$ cat config.mk
export PLATFORM = sky130hd
export DESIGN_NAME = tdpg_mod_unit
export DESIGN_NICKNAME = d
export VERILOG_FILES = /design/src/tdpg_pkg.sv /design/src/tdpg_mod_unit.sv
export SDC_FILE = /design/constraint.sdc
export NUM_CORES = 1
export LEC_CHECK = 0
export BUFFER_PORTS_ARGS = -buffer_cell sky130_fd_sc_hd__buf_2
export CAP_MARGIN = 20
export CORE_MARGIN = 4
export CORE_UTILIZATION = 25
export CTS_CLUSTER_DIAMETER = 100
export DETAILED_ROUTE_END_ITERATION = 12
export PLACE_DENSITY_LB_ADDON = 0.08
export SLEW_MARGIN = 0
export SYNTH_ARGS = -nofsm -noshare
export SYNTH_HDL_FRONTEND = slang
export SYNTH_SLANG_ARGS = --single-unit
$ cat constraint.sdc
create_clock -name clock -period 2.6 [get_ports clock]
set_input_delay 0.52 -clock clock [delete_from_list [all_inputs] [get_ports clock]]
set_output_delay 0.52 -clock clock [all_outputs]
set_load 0.05 [all_outputs]
$ cat src/tdpg_pkg.sv
// Package for the trial-division prime generator.
// Sizes, transaction layouts and the remainder unit's status struct.
// No dependencies.
package tdpg_pkg;

   localparam int TABLE_DEPTH   = 4096;
   localparam int ADDR_BITS     = $clog2(TABLE_DEPTH);
   localparam int COUNT_BITS    = ADDR_BITS + 1;
   localparam int VALUE_BITS    = 15;
   localparam int NEXT_BITS     = VALUE_BITS + 1;
   localparam int SQ_BITS       = 2 * VALUE_BITS;
   localparam int STEP_BITS     = $clog2(VALUE_BITS + 1);

   localparam int REQ_DATA_BITS = 8;
   localparam int RSP_FIELD_BITS = VALUE_BITS + 1 + COUNT_BITS + 1;
   localparam int RSP_DATA_BITS = ((RSP_FIELD_BITS + 7) / 8) * 8;

   localparam logic [VALUE_BITS-1:0] LIMIT_RESET = {VALUE_BITS{1'b1}};
   localparam logic [NEXT_BITS-1:0]  FIRST_CAND  = NEXT_BITS'(3);
   localparam logic [VALUE_BITS-1:0] FIRST_PRIME = VALUE_BITS'(2);

   typedef struct packed {
      logic done;   // one-cycle pulse, remainder ready
      logic zero;   // remainder is zero
   } mod_result_type;

endpackage

$ cat src/tdpg_mod_unit.sv
// Bit-serial restoring remainder unit: one quotient bit per cycle.
// Depends on tdpg_pkg.
module tdpg_mod_unit (
   input  logic                                clock,
   input  logic                                reset,
   input  logic                                start,
   input  logic [tdpg_pkg::VALUE_BITS-1:0]     dividend,
   input  logic [tdpg_pkg::VALUE_BITS-1:0]     divisor,
   output tdpg_pkg::mod_result_type            result
);

   logic                                busy_ff;
   logic                                done_ff;
   logic [tdpg_pkg::STEP_BITS-1:0]      cnt_ff;
   logic [tdpg_pkg::VALUE_BITS-1:0]     rem_ff;
   logic [tdpg_pkg::VALUE_BITS-1:0]     dvd_ff;
   logic [tdpg_pkg::VALUE_BITS-1:0]     div_ff;

   logic [tdpg_pkg::VALUE_BITS:0]       trial;
   logic [tdpg_pkg::VALUE_BITS:0]       diff;
   logic [tdpg_pkg::VALUE_BITS-1:0]     rem_in;

   always_comb begin
      trial  = {rem_ff, dvd_ff[tdpg_pkg::VALUE_BITS-1]};
      diff   = trial - {1'b0, div_ff};
      rem_in = (trial >= {1'b0, div_ff}) ? diff[tdpg_pkg::VALUE_BITS-1:0]
                                         : trial[tdpg_pkg::VALUE_BITS-1:0];
   end

   always_ff @(posedge clock) begin
      if (reset) begin
         busy_ff <= 1'b0;
         done_ff <= 1'b0;
      end else begin
         done_ff <= 1'b0;
         if (start) begin
            busy_ff <= 1'b1;
         end else if (busy_ff && cnt_ff == tdpg_pkg::STEP_BITS'(1)) begin
            busy_ff <= 1'b0;
            done_ff <= 1'b1;
         end
      end
      if (start) begin
         cnt_ff <= tdpg_pkg::STEP_BITS'(tdpg_pkg::VALUE_BITS);
         rem_ff <= '0;
         dvd_ff <= dividend;
         div_ff <= divisor;
      end else if (busy_ff) begin
         cnt_ff <= cnt_ff - tdpg_pkg::STEP_BITS'(1);
         rem_ff <= rem_in;
         dvd_ff <= {dvd_ff[tdpg_pkg::VALUE_BITS-2:0], 1'b0};
      end
   end

   assign result.done = done_ff;
   assign result.zero = (rem_ff == '0);

endmodule

Word level (Yosys, flattened, before mapping)
Cells that the tools add are included.
{"block": "classes", "n_eq_ne": 1, "add_sub_neg": 2, "n_mux": 6, "reduce_logical": 5, "order_cmp": 1}
{"operator": "$mux W15", "n": 3}
{"operator": "$ge A16 B15 Y1", "n": 1}
{"operator": "$logic_not A15 Y1", "n": 1}
{"operator": "$sub A15 B15 Y15", "n": 1}
{"operator": "$eq A4 B1 Y1 const B", "n": 1}
{"operator": "$reduce_bool A2 Y1", "n": 2}
{"operator": "$sub A4 B1 Y4 const B", "n": 1}
{"operator": "$mux W1", "n": 3}
{"operator": "$reduce_or A2 Y1", "n": 1}
{"operator": "$logic_and A1 B1 Y1", "n": 1}
{"block": "totals", "regBits": 51, "wordCells": 21}

Logic depth before layout (Yosys ltp)
Gate-level depths: netlist of the first run.
{"block": "logic_depth", "ltp_word": 4, "mapped_depth": 10, "depth_no_buf": 9}

Least setup slack after synthesis of the first run
No wires, ideal clock.
{"block": "synth_path", "path_kind": "register to register", "from": "reg dvd_ff[14] (netlist name)", "to": "reg rem_ff[7] (netlist name)", "arrival_time_ps": 2125, "path_slack_ps": 355, "synth_period_minus_slack_ps": 2245, "stages_incl_launch_ff": 10, "cell_sequence": "edfxtp_1 -> inv_1 -> ha_1 -> fa_1 -> nand2b_1 -> a21o_1 -> a21oi_1 -> o31a_4 -> nor2_1 -> o31a_1"}
{"block": "synth_between", "elab_chain_cells": 2, "word_cells_on_any_way": 3, "classes_between": "add/sub (1); order compare (1); mux (1)"}
{"element": "from (decl)", "line_no": "tdpg_mod_unit.sv:16", "source": "logic [tdpg_pkg::VALUE_BITS-1:0] dvd_ff;"}
{"element": "from (signal assigned)", "line_no": "tdpg_mod_unit.sv:46", "source": "dvd_ff <= dividend;"}
{"element": "from (signal assigned)", "line_no": "tdpg_mod_unit.sv:51", "source": "dvd_ff <= {dvd_ff[tdpg_pkg::VALUE_BITS-2:0], 1'b0};"}
{"element": "$sub A15 B15 Y15 or $ge A16 B15 Y1 (tied branches)", "line_no": "tdpg_mod_unit.sv:25, tdpg_mod_unit.sv:26"}
{"element": "$mux W15 *", "line_no": "tdpg_mod_unit.sv:26", "source": "rem_in = (trial >= {1'b0, div_ff}) ? diff[tdpg_pkg::VALUE_BITS-1:0]"}
{"element": "to (signal assigned)", "line_no": "tdpg_mod_unit.sv:50", "source": "rem_ff <= rem_in;"}
{"element": "to (decl)", "line_no": "tdpg_mod_unit.sv:15", "source": "logic [tdpg_pkg::VALUE_BITS-1:0] rem_ff;"}
Mark *: on every way between the ends. The rest lies on a longest branch, timed or not.
A chain may end at the register's enable or synchronous reset.

Final worst setup path of the first run
{"block": "layout_path", "from": "reg rem_ff[6] (netlist name)", "to": "reg rem_ff[1] (netlist name)"}
{"block": "layout_between", "elab_chain_cells": 2}
{"element": "$ge A16 B15 Y1", "line_no": "tdpg_mod_unit.sv:26"}
{"element": "$mux W15", "line_no": "tdpg_mod_unit.sv:26"}
Every way passes these cells.

==> results.py, run 1 <==
metrics = {
    "clocking": {
        "ctsHoldBuffers": 0,
        "cts.clk_slew.worst_paths_ps": 80,
        "cts_setup_buffers": 0,
        "h-tree-depth": 2,
        "cts_tree": "built",
        "root_buffer": "clkbuf_16",
        "cts_made_buffers": 5,
        "clk_latency_ps": 300,
        "cts.repair.resized": 0,
        "cts_sinks": 51,
        "cts_buffer_depth": 2,
    },
    "timing": {
        "hold_viol": 0,
        "fmax_ghz": 0.410,
        "min_period_ps": 2440,
        "tightest_slew_ps": 484,
        "holdWs_ps": 387,
        "grt_setup_unrepaired": "false",
        "tns_ps": 0,
        "fin_worst_skew_ps": 10.6,
        "drv_slew": 0,
        "final-setup-viol-count": 0,
        "slew_headroom": 0.677,
        "min_period_over_period": 0.937,
    },
    "global_route": {
        "grt_pass1_wl_mm": 12.4,
        "met1_usage": 0.162,
        "antenna_found_initial": 0,
        "met2_usage": 0.185,
        "overflow": 0,
        "grt_max_degree": 28,
        "use_met3": 0.0211,
        "grtUsageTotal": 0.118,
        "grt_busiest_layer": "met2",
        "first_global_vias": 2396,
    },
    "critical_path": {
        "required_ps": 2810,
        "rr_endpoint": "rem_ff[1]$_SDFFE_PP0P_",
        "worst-setup-path-type": "flip-flop to flip-flop",
        "slowest_stage": "or4_1",
        "crit_fanout": 10,
        "slowest_delay_ps": 480,
        "r2r_slack_ps": 160,
        "start_kind": "flip-flop",
        "path_cells": "ha_1 -> a211oi_2 -> o21bai_2 -> a31o_1 -> o31a_4 -> or4_1 -> o311ai_1",
        "end_kind": "flip-flop",
        "worst_r2r_path_depth": 7,
        "worstPathArrival_ps": 2640,
        "reg2reg_from": "rem_ff[6]$_SDFFE_PP0P_",
    },
    "logic_synthesis": {
        "yosys.area.top_type": "edfxtp_1",
        "syn_nets": 333,
        "synth_top_area_share": 0.313,
        "synthDistinctLibCells": 49,
        "synth_area_per_cell_um2": 10.2,
        "synth-seq-area-share": 0.459,
        "netlist_top_cells_area": "edfxtp_1, dfxtp_1, ha_1",
        "netlist_instances": 282,
        "synthFlopType": "edfxtp_1",
        "synth_enable_flop_cells": 30,
        "ys_async_sr_fraction": 0,
        "ys_warn_count": 0,
        "synth-seq-cells": 51,
        "synth_area_um2": 2880,
    },
    "die": {
        "rows": 38,
        "start_util": 0.261,
        "io_pins": 35,
        "die_h_um": 115,
        "die-area_um2": 13300,
        "die_w_um": 115,
        "core_um2": 11000,
    },
    "placement": {
        "dp_cells": 455,
        "gp_congestion": 0.772,
        "portBuffers": 34,
        "hpwl_mm": 5.26,
    },
    "hold_path": {
        "hold_start": "divisor[1]",
        "min_path_type": "input pin to flip-flop",
        "hold_end": "div_ff[1]$_DFFE_PP_",
        "min_delay_path_depth": 1,
    },
    "routing": {
        "viasPerCell": 4.81,
        "vias": 2229,
        "postRouteAntennaNets": 0,
        "drc": 0,
        "wl_per_cell_um": 15.7,
        "drtPass1Iterations": 4,
        "dr.first_iter.drc_count": 80,
        "wl_mm": 7.29,
    },
    "power": {
        "power.leakage_nw": 1.42,
        "seqPwrFrac": 0.446,
        "swShare": 0.304,
        "switching_power_w": 0.000662,
        "power_density_nw_per_um2": 634,
        "power.internal_w": 0.00151,
        "p_clk_frac": 0.325,
        "p_comb_frac": 0.229,
        "ir_drop_v": 0.000253,
    },
    "finish": {
        "drive_gt1_frac": 0.235,
        "n_antenna_cell": 0,
        "final_cells": 463,
        "nets": 373,
        "final_common_cell": "buf_2",
        "final_core_util": 0.311,
        "areaGrowthSynthToFinish_pct": 19.3,
        "fillCellCount": 1172,
        "layout_common_cells": "buf_2, edfxtp_1, nor2_1",
    },
    "outcome": {
        "status": "complete, no violations",
    },
    "flow_run": {
        "drv_cap": 0,
    },
}
==> how the worst max path moves through the flow <==
stage	startpoint	to	slack [ps]
after global routing	dvd_ff[14]$_DFFE_PP_	rem_ff[14]$_SDFFE_PP0P_	9
after floorplan	dvd_ff[14]$_DFFE_PP_	rem_ff[7]$_SDFFE_PP0P_	360
after detailed placement	dvd_ff[14]$_DFFE_PP_	rem_ff[7]$_SDFFE_PP0P_	110
after CTS	dvd_ff[14]$_DFFE_PP_	rem_ff[7]$_SDFFE_PP0P_	70
after global placement	rem_ff[6]$_SDFFE_PP0P_	rem_ff[1]$_SDFFE_PP0P_	120
final	rem_ff[6]$_SDFFE_PP0P_	rem_ff[1]$_SDFFE_PP0P_	160
==> Yosys cell counts (3+ instances only) <==
cell and n:
o31ai_1 3, dfxtp_1 21, xor2_1 4, nand2_1 15
a41oi_1 3, a21oi_1 12, and3_1 6, a211oi_1 3
xnor2_1 8, edfxtp_1 30, ha_1 17, clkbuf_1 9
nor2_1 22, nand2b_1 3, nor4_1 4, a311oi_1 10
inv_1 19, mux2_2 14, o21ai_0 14, nor3_1 5
nand3_1 15, a21o_1 7
==> cells by family (layout without fill, tap and decap cells) <==
family          count (synthesis)  count (layout)  synth area share
simple gates                   81              81             0.139
xor+xnor                       12              12            0.0365
compound gates                 71              71             0.178
flops                          51              51             0.459
buf+inv                        34              75            0.0487
mux                            15              15            0.0582
fa+ha+maj                      18              18            0.0808
==> sequential cells by signal (all words and copies together), names as in the netlist <==
signal / cells
div_ff: 15
dvd_ff: 15
rem_ff: 15
cnt_ff: 4
busy_ff: 1
done_ff: 1
==> critical path: cells and delay by family (launching register included) <==
family / cells / cell delay, ps
simple gates: 1 / 480
flops: 1 / 350
fa+ha+maj: 1 / 370
compound gates: 5 / 1140
==> routing by layer <==
metal	routed length, µm	vias to the layer above
li1	-	1135
met1	3650	1043
met2	3230	39
met3	237	12
met4	170	0
met5	0	-
==> layout make-up <==
class | count | area, µm² | share of cell area
Multi-Input combinational cell | 197 | 1430 | 0.416
Clock buffer | 5 | 125 | 0.0364
Timing Repair Buffer | 47 | 280 | 0.0816
Tap cell | 140 | 175 | 0.0510
Inverter | 20 | 75.1 | 0.0219
Sequential cell | 51 | 1320 | 0.385
Clock inverter | 3 | 27.5 | 0.00802
==> power groups by stage <==
stage	Clock, W	Sequential (W)	Combinational (W)
final	0.000707	0.000971	0.000499
after global routing	0.000765	0.000981	0.000562
after CTS	0.000740	0.000972	0.000502
after detailed placement	0	0.000991	0.000497
after global placement	0	0.000991	0.000507
after floorplan	0	0.000975	0.000348
==> through the flow <==
step                power (W)  setup WS (ps)  cell area, µm²
global placement      0.00150            118            3270
global route          0.00231           8.69            3430
floorplan             0.00132            355            2880
detailed placement    0.00149            110            3270
finish                0.00218            163            3430
CTS                   0.00221           67.3            3420
Note: power is estimated with default switching activity, not from simulation.
==> run 2, diff against run 1 <==
--- a/config.mk
+++ b/config.mk
@@ -5,11 +5,13 @@
 export SDC_FILE = /design/constraint.sdc
 export NUM_CORES = 1
 export LEC_CHECK = 0
+export ABC_AREA = 1
 export BUFFER_PORTS_ARGS = -buffer_cell sky130_fd_sc_hd__buf_2
 export CAP_MARGIN = 20
 export CORE_MARGIN = 4
 export CORE_UTILIZATION = 25
 export CTS_CLUSTER_DIAMETER = 100
+export CTS_CLUSTER_SIZE = 30
 export DETAILED_ROUTE_END_ITERATION = 12
 export PLACE_DENSITY_LB_ADDON = 0.08
 export SLEW_MARGIN = 0
==> constraint.sdc (replaced) <==
create_clock -name clock -period 2.1 [get_ports clock]
set_input_delay 0.42 -clock clock [delete_from_list [all_inputs] [get_ports clock]]
set_output_delay 0.42 -clock clock [all_outputs]
set_load 0.05 [all_outputs]
==> run 2 against run 1 <==
- synthesized area increased by 5.6%
- sequential power increased by 18%
- sequential share of layout area decreased by 3.3 points
- final cell count increased by 31%
- clock power increased by 17%
- setup slack got worse by 10 ps
- utilization increased by 0.30 points
- combinational power decreased by 33%
- clock-buffer cell count increased by 1
- flip-flop and latch count unchanged
- largest power group unchanged
==> results.py, run 2 <==
metrics = {
    "finish": {
        "layout_common_cells": "nand2_1, inv_1, nand3_1",
        "final_common_cell": "nand2_1",
        "final_core_util": 0.314,
        "drive_gt1_frac": 0.182,
        "n_antenna_cell": 0,
        "nets": 511,
        "areaGrowthSynthToFinish_pct": 23.7,
        "top_regs": "div_ff (15), dvd_ff (15), rem_ff (15)",
        "final_cells": 608,
    },
    "logic_synthesis": {
        "netlist_top_cells_area": "edfxtp_1, nand2_1, dfxtp_1",
        "synthXorXnorAreaFrac": 0.0173,
        "synth_simple_gate_area_frac": 0.339,
        "synthDistinctLibCells": 29,
        "synth_top_family_by_area": "simple AND/OR/NAND/NOR gates",
        "synth_area_um2": 3040,
        "synthTopCellsByCount": "nand2_1, inv_1, nand3_1",
        "muxShareOfSynthArea": 0,
        "synthFlopType": "edfxtp_1",
        "netlist_instances": 408,
        "synth_compound_area_frac": 0.0375,
        "synth_top_area_share": 0.296,
        "synth-seq-cells": 51,
        "yosys.area.top_type": "edfxtp_1",
        "synth_adder_area_share": 0.0766,
        "synth_most_common_cell": "nand2_1",
        "ys_warn_count": 0,
        "synth_enable_flop_cells": 30,
        "synth-seq-area-share": 0.435,
        "ys_async_sr_fraction": 0,
        "syn_nets": 459,
        "synth_area_per_cell_um2": 7.45,
    },
    "clocking": {
        "cts_tree": "built",
        "cts_buffer_depth": 2,
        "ctsHoldBuffers": 0,
        "root_buffer": "clkbuf_16",
        "cts.clk_slew.worst_paths_ps": 70,
        "cts_sinks": 51,
        "clk_latency_ps": 300,
        "h-tree-depth": 2,
        "cts_made_buffers": 5,
    },
    "hold_path": {
        "min_delay_path_depth": 1,
        "min_path_type": "input pin to flip-flop",
        "hold_start": "divisor[1]",
    },
    "critical_path": {
        "r2r_slack_ps": 150,
        "critPathLaunch": "div_ff[0]$_DFFE_PP_",
        "start_kind": "flip-flop",
        "worst-setup-path-type": "flip-flop to flip-flop",
        "crit_fanout": 7,
        "critPathTopFamily": "adder cells",
        "worst_r2r_path_depth": 13,
        "required_ps": 2270,
        "end_kind": "flip-flop",
        "critPathBufInv": 2,
        "slowest_delay_ps": 380,
        "reg2reg_from": "div_ff[0]$_DFFE_PP_",
        "worstPathArrival_ps": 2120,
        "path_cells": "ha_2 -> fa_2 -> inv_2 -> nand2_1 -> nand2_2 -> nand3_2 -> nand2_2 -> nand2_4 -> nand3_4 -> buf_12 -> nand2_1 -> nand3_1 -> o21ai_1",
        "crit_cells": 13,
        "slowest_stage": "fa_2",
    },
    "power": {
        "ir_drop_v": 0.000355,
        "seqPwrFrac": 0.498,
        "swShare": 0.262,
        "power.leakage_nw": 1.88,
        "power.internal_w": 0.00170,
        "power_density_nw_per_um2": 613,
        "p_comb_frac": 0.144,
        "switching_power_w": 0.000604,
        "power_w": 0.00230,
        "p_clk_frac": 0.358,
    },
    "routing": {
        "postRouteAntennaNets": 0,
        "dr.first_iter.drc_count": 88,
        "wl_mm": 8.00,
        "drtPass1Iterations": 5,
        "drc": 0,
        "wl_per_cell_um": 13.2,
        "viasPerCell": 4.39,
        "vias": 2671,
    },
    "timing": {
        "hold_viol": 0,
        "tns_ps": 0,
        "min_period_over_period": 0.928,
        "fin_worst_skew_ps": 6.36,
        "min_period_ps": 1950,
        "tightest_slew_ps": 444,
        "fmax_ghz": 0.513,
        "holdWs_ps": 292,
        "final-setup-viol-count": 0,
        "slew_headroom": 0.704,
        "drv_slew": 0,
    },
    "flow_run": {
        "drv_cap": 0,
    },
    "die": {
        "die_w_um": 118,
        "start_util": 0.254,
        "core_um2": 12000,
        "rows": 40,
        "io_pins": 35,
        "die_h_um": 118,
        "die-area_um2": 14000,
    },
    "outcome": {
        "status": "complete, no violations",
    },
    "placement": {
        "hpwl_mm": 6.06,
        "dp_cells": 597,
        "portBuffers": 34,
        "gp_congestion": 0.814,
    },
    "global_route": {
        "grtUsageTotal": 0.120,
        "met1_usage": 0.150,
        "use_met3": 0.0254,
        "met2_usage": 0.198,
        "antenna_found_initial": 0,
        "grt_max_degree": 23,
        "overflow": 0,
        "grt_pass1_wl_mm": 13.5,
        "first_global_vias": 2778,
        "grt_busiest_layer": "met2",
    },
}
==> run 2: layer usage <==
layer  share of wire  vias up  wire (µm)
met5               0        -          0
met4           0.020        0        157
met3           0.038       11        302
met2            0.46       46       3670
met1            0.48     1202       3870
li1                -     1412          -
==> run 2: through the flow <==
step	setup slack (ps)	instance area [µm²]
2_1_floorplan	117	3040
3_3_place_gp	70.4	3480
3_5_place_dp	2.94	3480
4_1_cts	0.489	3640
5_1_grt	-3.68	3760
6_report	152	3760
==> run 2: worst register-to-register path, stage by stage, from the launching register on <==
cell and delay (ps):
edfxtp_1 370, ha_2 210, fa_2 380, inv_2 70, nand2_1 50, nand2_2 80, nand3_2 70, nand2_2 90
nand2_4 60, nand3_4 100, buf_12 130, nand2_1 60, nand3_1 70, o21ai_1 80
==> run 2: cell type report <==
type | instances | area (µm²)
Sequential cell | 51 | 1320
Clock inverter | 2 | 13.8
Inverter | 64 | 240
Fill cell | 1298 | 8200
Clock buffer | 6 | 129
Timing Repair Buffer | 53 | 353
Multi-Input combinational cell | 285 | 1520
Tap cell | 147 | 184
==> run 2: logic make-up after synthesis <==
logic type                 Yosys count
buffers and inverters               72
AOI/OAI and AO/OA                   21
adders and majority gates           18
DFF                                 51
and+or+nand+nor                    240
xor gates and xnor gates             6
==> run 2: path summary, 6_finish.rpt <==
kind | end
max | rem_ff[5]$_SDFFE_PP0P_
min | div_ff[1]$_DFFE_PP_
max reg2reg | rem_ff[5]$_SDFFE_PP0P_
min reg2reg | cnt_ff[3]$_SDFFE_PP1P_
==> run 2: power groups by stage <==
stage / logic, W / clock network (W) / registers [W]
2_1_floorplan: 0.000194 / 0 / 0.00116
3_3_place_gp: 0.000318 / 0 / 0.00117
3_5_place_dp: 0.000314 / 0 / 0.00117
4_1_cts: 0.000318 / 0.000880 / 0.00115
5_1_grt: 0.000384 / 0.000909 / 0.00115
6_report: 0.000332 / 0.000824 / 0.00115
==> run 2: repair_timing <==
item,4_1_cts,5_1_grt
cloned,0,1
setup buffers,0,2
pin swaps,0,6
setup endpoints to repair,5,16
gates resized for setup,4,24
==> run 3, diff against run 2 <==
--- a/config.mk
+++ b/config.mk
@@ -6,13 +6,13 @@
 export NUM_CORES = 1
 export LEC_CHECK = 0
 export ABC_AREA = 1
-export BUFFER_PORTS_ARGS = -buffer_cell sky130_fd_sc_hd__buf_2
 export CAP_MARGIN = 20
 export CORE_MARGIN = 4
-export CORE_UTILIZATION = 25
+export CORE_UTILIZATION = 55
 export CTS_CLUSTER_DIAMETER = 100
 export CTS_CLUSTER_SIZE = 30
 export DETAILED_ROUTE_END_ITERATION = 12
+export DONT_BUFFER_PORTS = 1
 export PLACE_DENSITY_LB_ADDON = 0.08
 export SLEW_MARGIN = 0
 export SYNTH_ARGS = -nofsm -noshare
==> run 3 against run 2 <==
- sequential share of layout area increased by 3.3 points
- combinational power down 14%
- setup slack worse by 45 ps
- clock skew barely moved
- final area fell by 8.5%
- via count is 3.0% lower
- maximum frequency down 2.3%
- largest power group unchanged
==> results.py, run 3 (synthesis gave the netlist of run 2 again) <==
metrics = {
    "power": {
        "power.leakage_nw": 1.71,
        "ir_drop_v": 0.000427,
        "power_density_nw_per_um2": 585,
    },
    "die": {
        "die_w_um": 82.3,
        "start_util": 0.580,
        "io_pins": 35,
        "core_um2": 5240,
        "die-area_um2": 6780,
        "rows": 26,
        "die_h_um": 82.3,
    },
    "timing": {
        "hold_viol": 0,
        "fmax_ghz": 0.502,
        "final-setup-viol-count": 0,
        "holdWs_ps": 178,
        "tightest_slew_ps": 476,
        "min_period_over_period": 0.949,
        "drv_slew": 0,
        "fin_worst_skew_ps": 6.30,
        "slew_headroom": 0.682,
        "min_period_ps": 1990,
        "layout_setup_ws_ps": 107,
    },
    "finish": {
        "layout_common_cells": "nand2_1, inv_1, nand3_1",
        "final_core_util": 0.656,
        "areaGrowthSynthToFinish_pct": 13.1,
        "n_antenna_cell": 0,
        "drive_gt1_frac": 0.121,
        "nets": 478,
        "final_common_cell": "nand2_1",
        "top_regs": "div_ff (15), dvd_ff (15), rem_ff (15)",
    },
    "clocking": {
        "cts.clk_slew.worst_paths_ps": 90,
        "h-tree-depth": 2,
        "cts_made_buffers": 5,
        "root_buffer": "clkbuf_8",
        "cts_tree": "built",
        "cts_buffer_depth": 2,
        "clk_latency_ps": 310,
        "ctsHoldBuffers": 0,
        "cts_sinks": 51,
    },
    "global_route": {
        "overflow": 0,
        "grt_pass1_wl_mm": 10.8,
        "antenna_found_initial": 0,
        "grt_max_degree": 37,
        "grtUsageTotal": 0.207,
        "first_global_vias": 2409,
    },
    "critical_path": {
        "start_kind": "flip-flop",
        "slowest_delay_ps": 430,
        "path_cells": "ha_4 -> fa_2 -> inv_2 -> nand2_2 -> nand2_2 -> nand3_2 -> nand2_2 -> nand2_4 -> nand3_4 -> clkbuf_16 -> nand3_1 -> nand2_1 -> nand2_1",
        "required_ps": 2320,
        "end_kind": "flip-flop",
        "worstPathArrival_ps": 2210,
        "critPathBufInv": 2,
        "timing.critical_path.mode_cell": "nand2_2",
        "crit_fanout": 6,
        "slowest_stage": "edfxtp_1",
        "worst-setup-path-type": "flip-flop to flip-flop",
        "critPathTopFamily": "simple AND/OR/NAND/NOR gates",
    },
    "routing": {
        "vias": 2590,
        "wl_per_cell_um": 13.3,
        "postRouteAntennaNets": 0,
        "viasPerCell": 5.20,
        "drtPass1Iterations": 6,
        "dr.first_iter.drc_count": 202,
        "wl_mm": 6.63,
        "drc": 0,
    },
    "placement": {
        "portBuffers": 0,
        "hpwl_mm": 4.82,
        "gp_congestion": 0.971,
        "dp_slack_ps": 34.6,
    },
    "flow_run": {
        "drv_cap": 0,
    },
    "hold_path": {
        "min_path_type": "input pin to flip-flop",
    },
    "outcome": {
        "status": "complete, no violations",
    },
}
-- run 3: changes by cell type in the layout (fill, tap and decap cells not counted), moves of 4 or more --
cell       delta
o21ai_1       -4
buf_2        -33
clkbuf_8      +5
o21ai_0       +4
clkbuf_16     -5
-- run 3: cell type report --
class	instances	area, µm²
Sequential cell	51	1320
Inverter	64	240
Clock buffer	6	72.6
Tap cell	70	87.6
Clock inverter	2	16.3
Timing Repair Buffer	20	184
Multi-Input combinational cell	285	1520
Fill cell	433	1800
-- run 3: repair_timing --
item	CTS	global route
buffers inserted	0	4
setup endpoints to repair	0	15
resized for setup	0	21
-- run 3: path summary, 6_finish.rpt --
kind	start	endpoint	slack, ps	depth (start not counted)
setup / recovery	div_ff[0]$_DFFE_PP_	rem_ff[12]$_SDFFE_PP0P_	110	13
hold / removal	reset	done_ff$_SDFF_PP0_	180	1
setup reg to reg	div_ff[0]$_DFFE_PP_	rem_ff[12]$_SDFFE_PP0P_	110	13
hold reg to reg	cnt_ff[3]$_SDFFE_PP1P_	cnt_ff[3]$_SDFFE_PP1P_	480	1
-- run 3: power by group --
| part | switching (W) | total, W | internal [W] |
|---|---|---|---|
| sequential | 0.0000203 | 0.00115 | 0.00113 |
| clock | 0.000338 | 0.000578 | 0.000240 |
| combinational | 0.000177 | 0.000284 | 0.000107 |
-- run 3: routing by layer --
layer  vias to the layer above  wire [µm]  track usage
met5                         -          0            0
met4                         0        127       0.0764
met3                        16        298       0.0380
met2                        73       2960        0.329
met1                      1156       3250        0.280
li1                       1345          -            -
-- run 3: metrics by stage --
| step | std cells | total power [W] | setup TNS (ps) | cell area (µm²) |
|---|---|---|---|---|
| final | 498 | 0.00201 | 0 | 3440 |
| after global routing | 498 | 0.00211 | -54.9 | 3440 |
| after CTS | 493 | 0.00200 | 0 | 3300 |
| after detailed placement | 485 | 0.00143 | 0 | 3210 |
| after global placement | 485 | 0.00143 | 0 | 3210 |
| after floorplan | 408 | 0.00136 | 0 | 3040 |
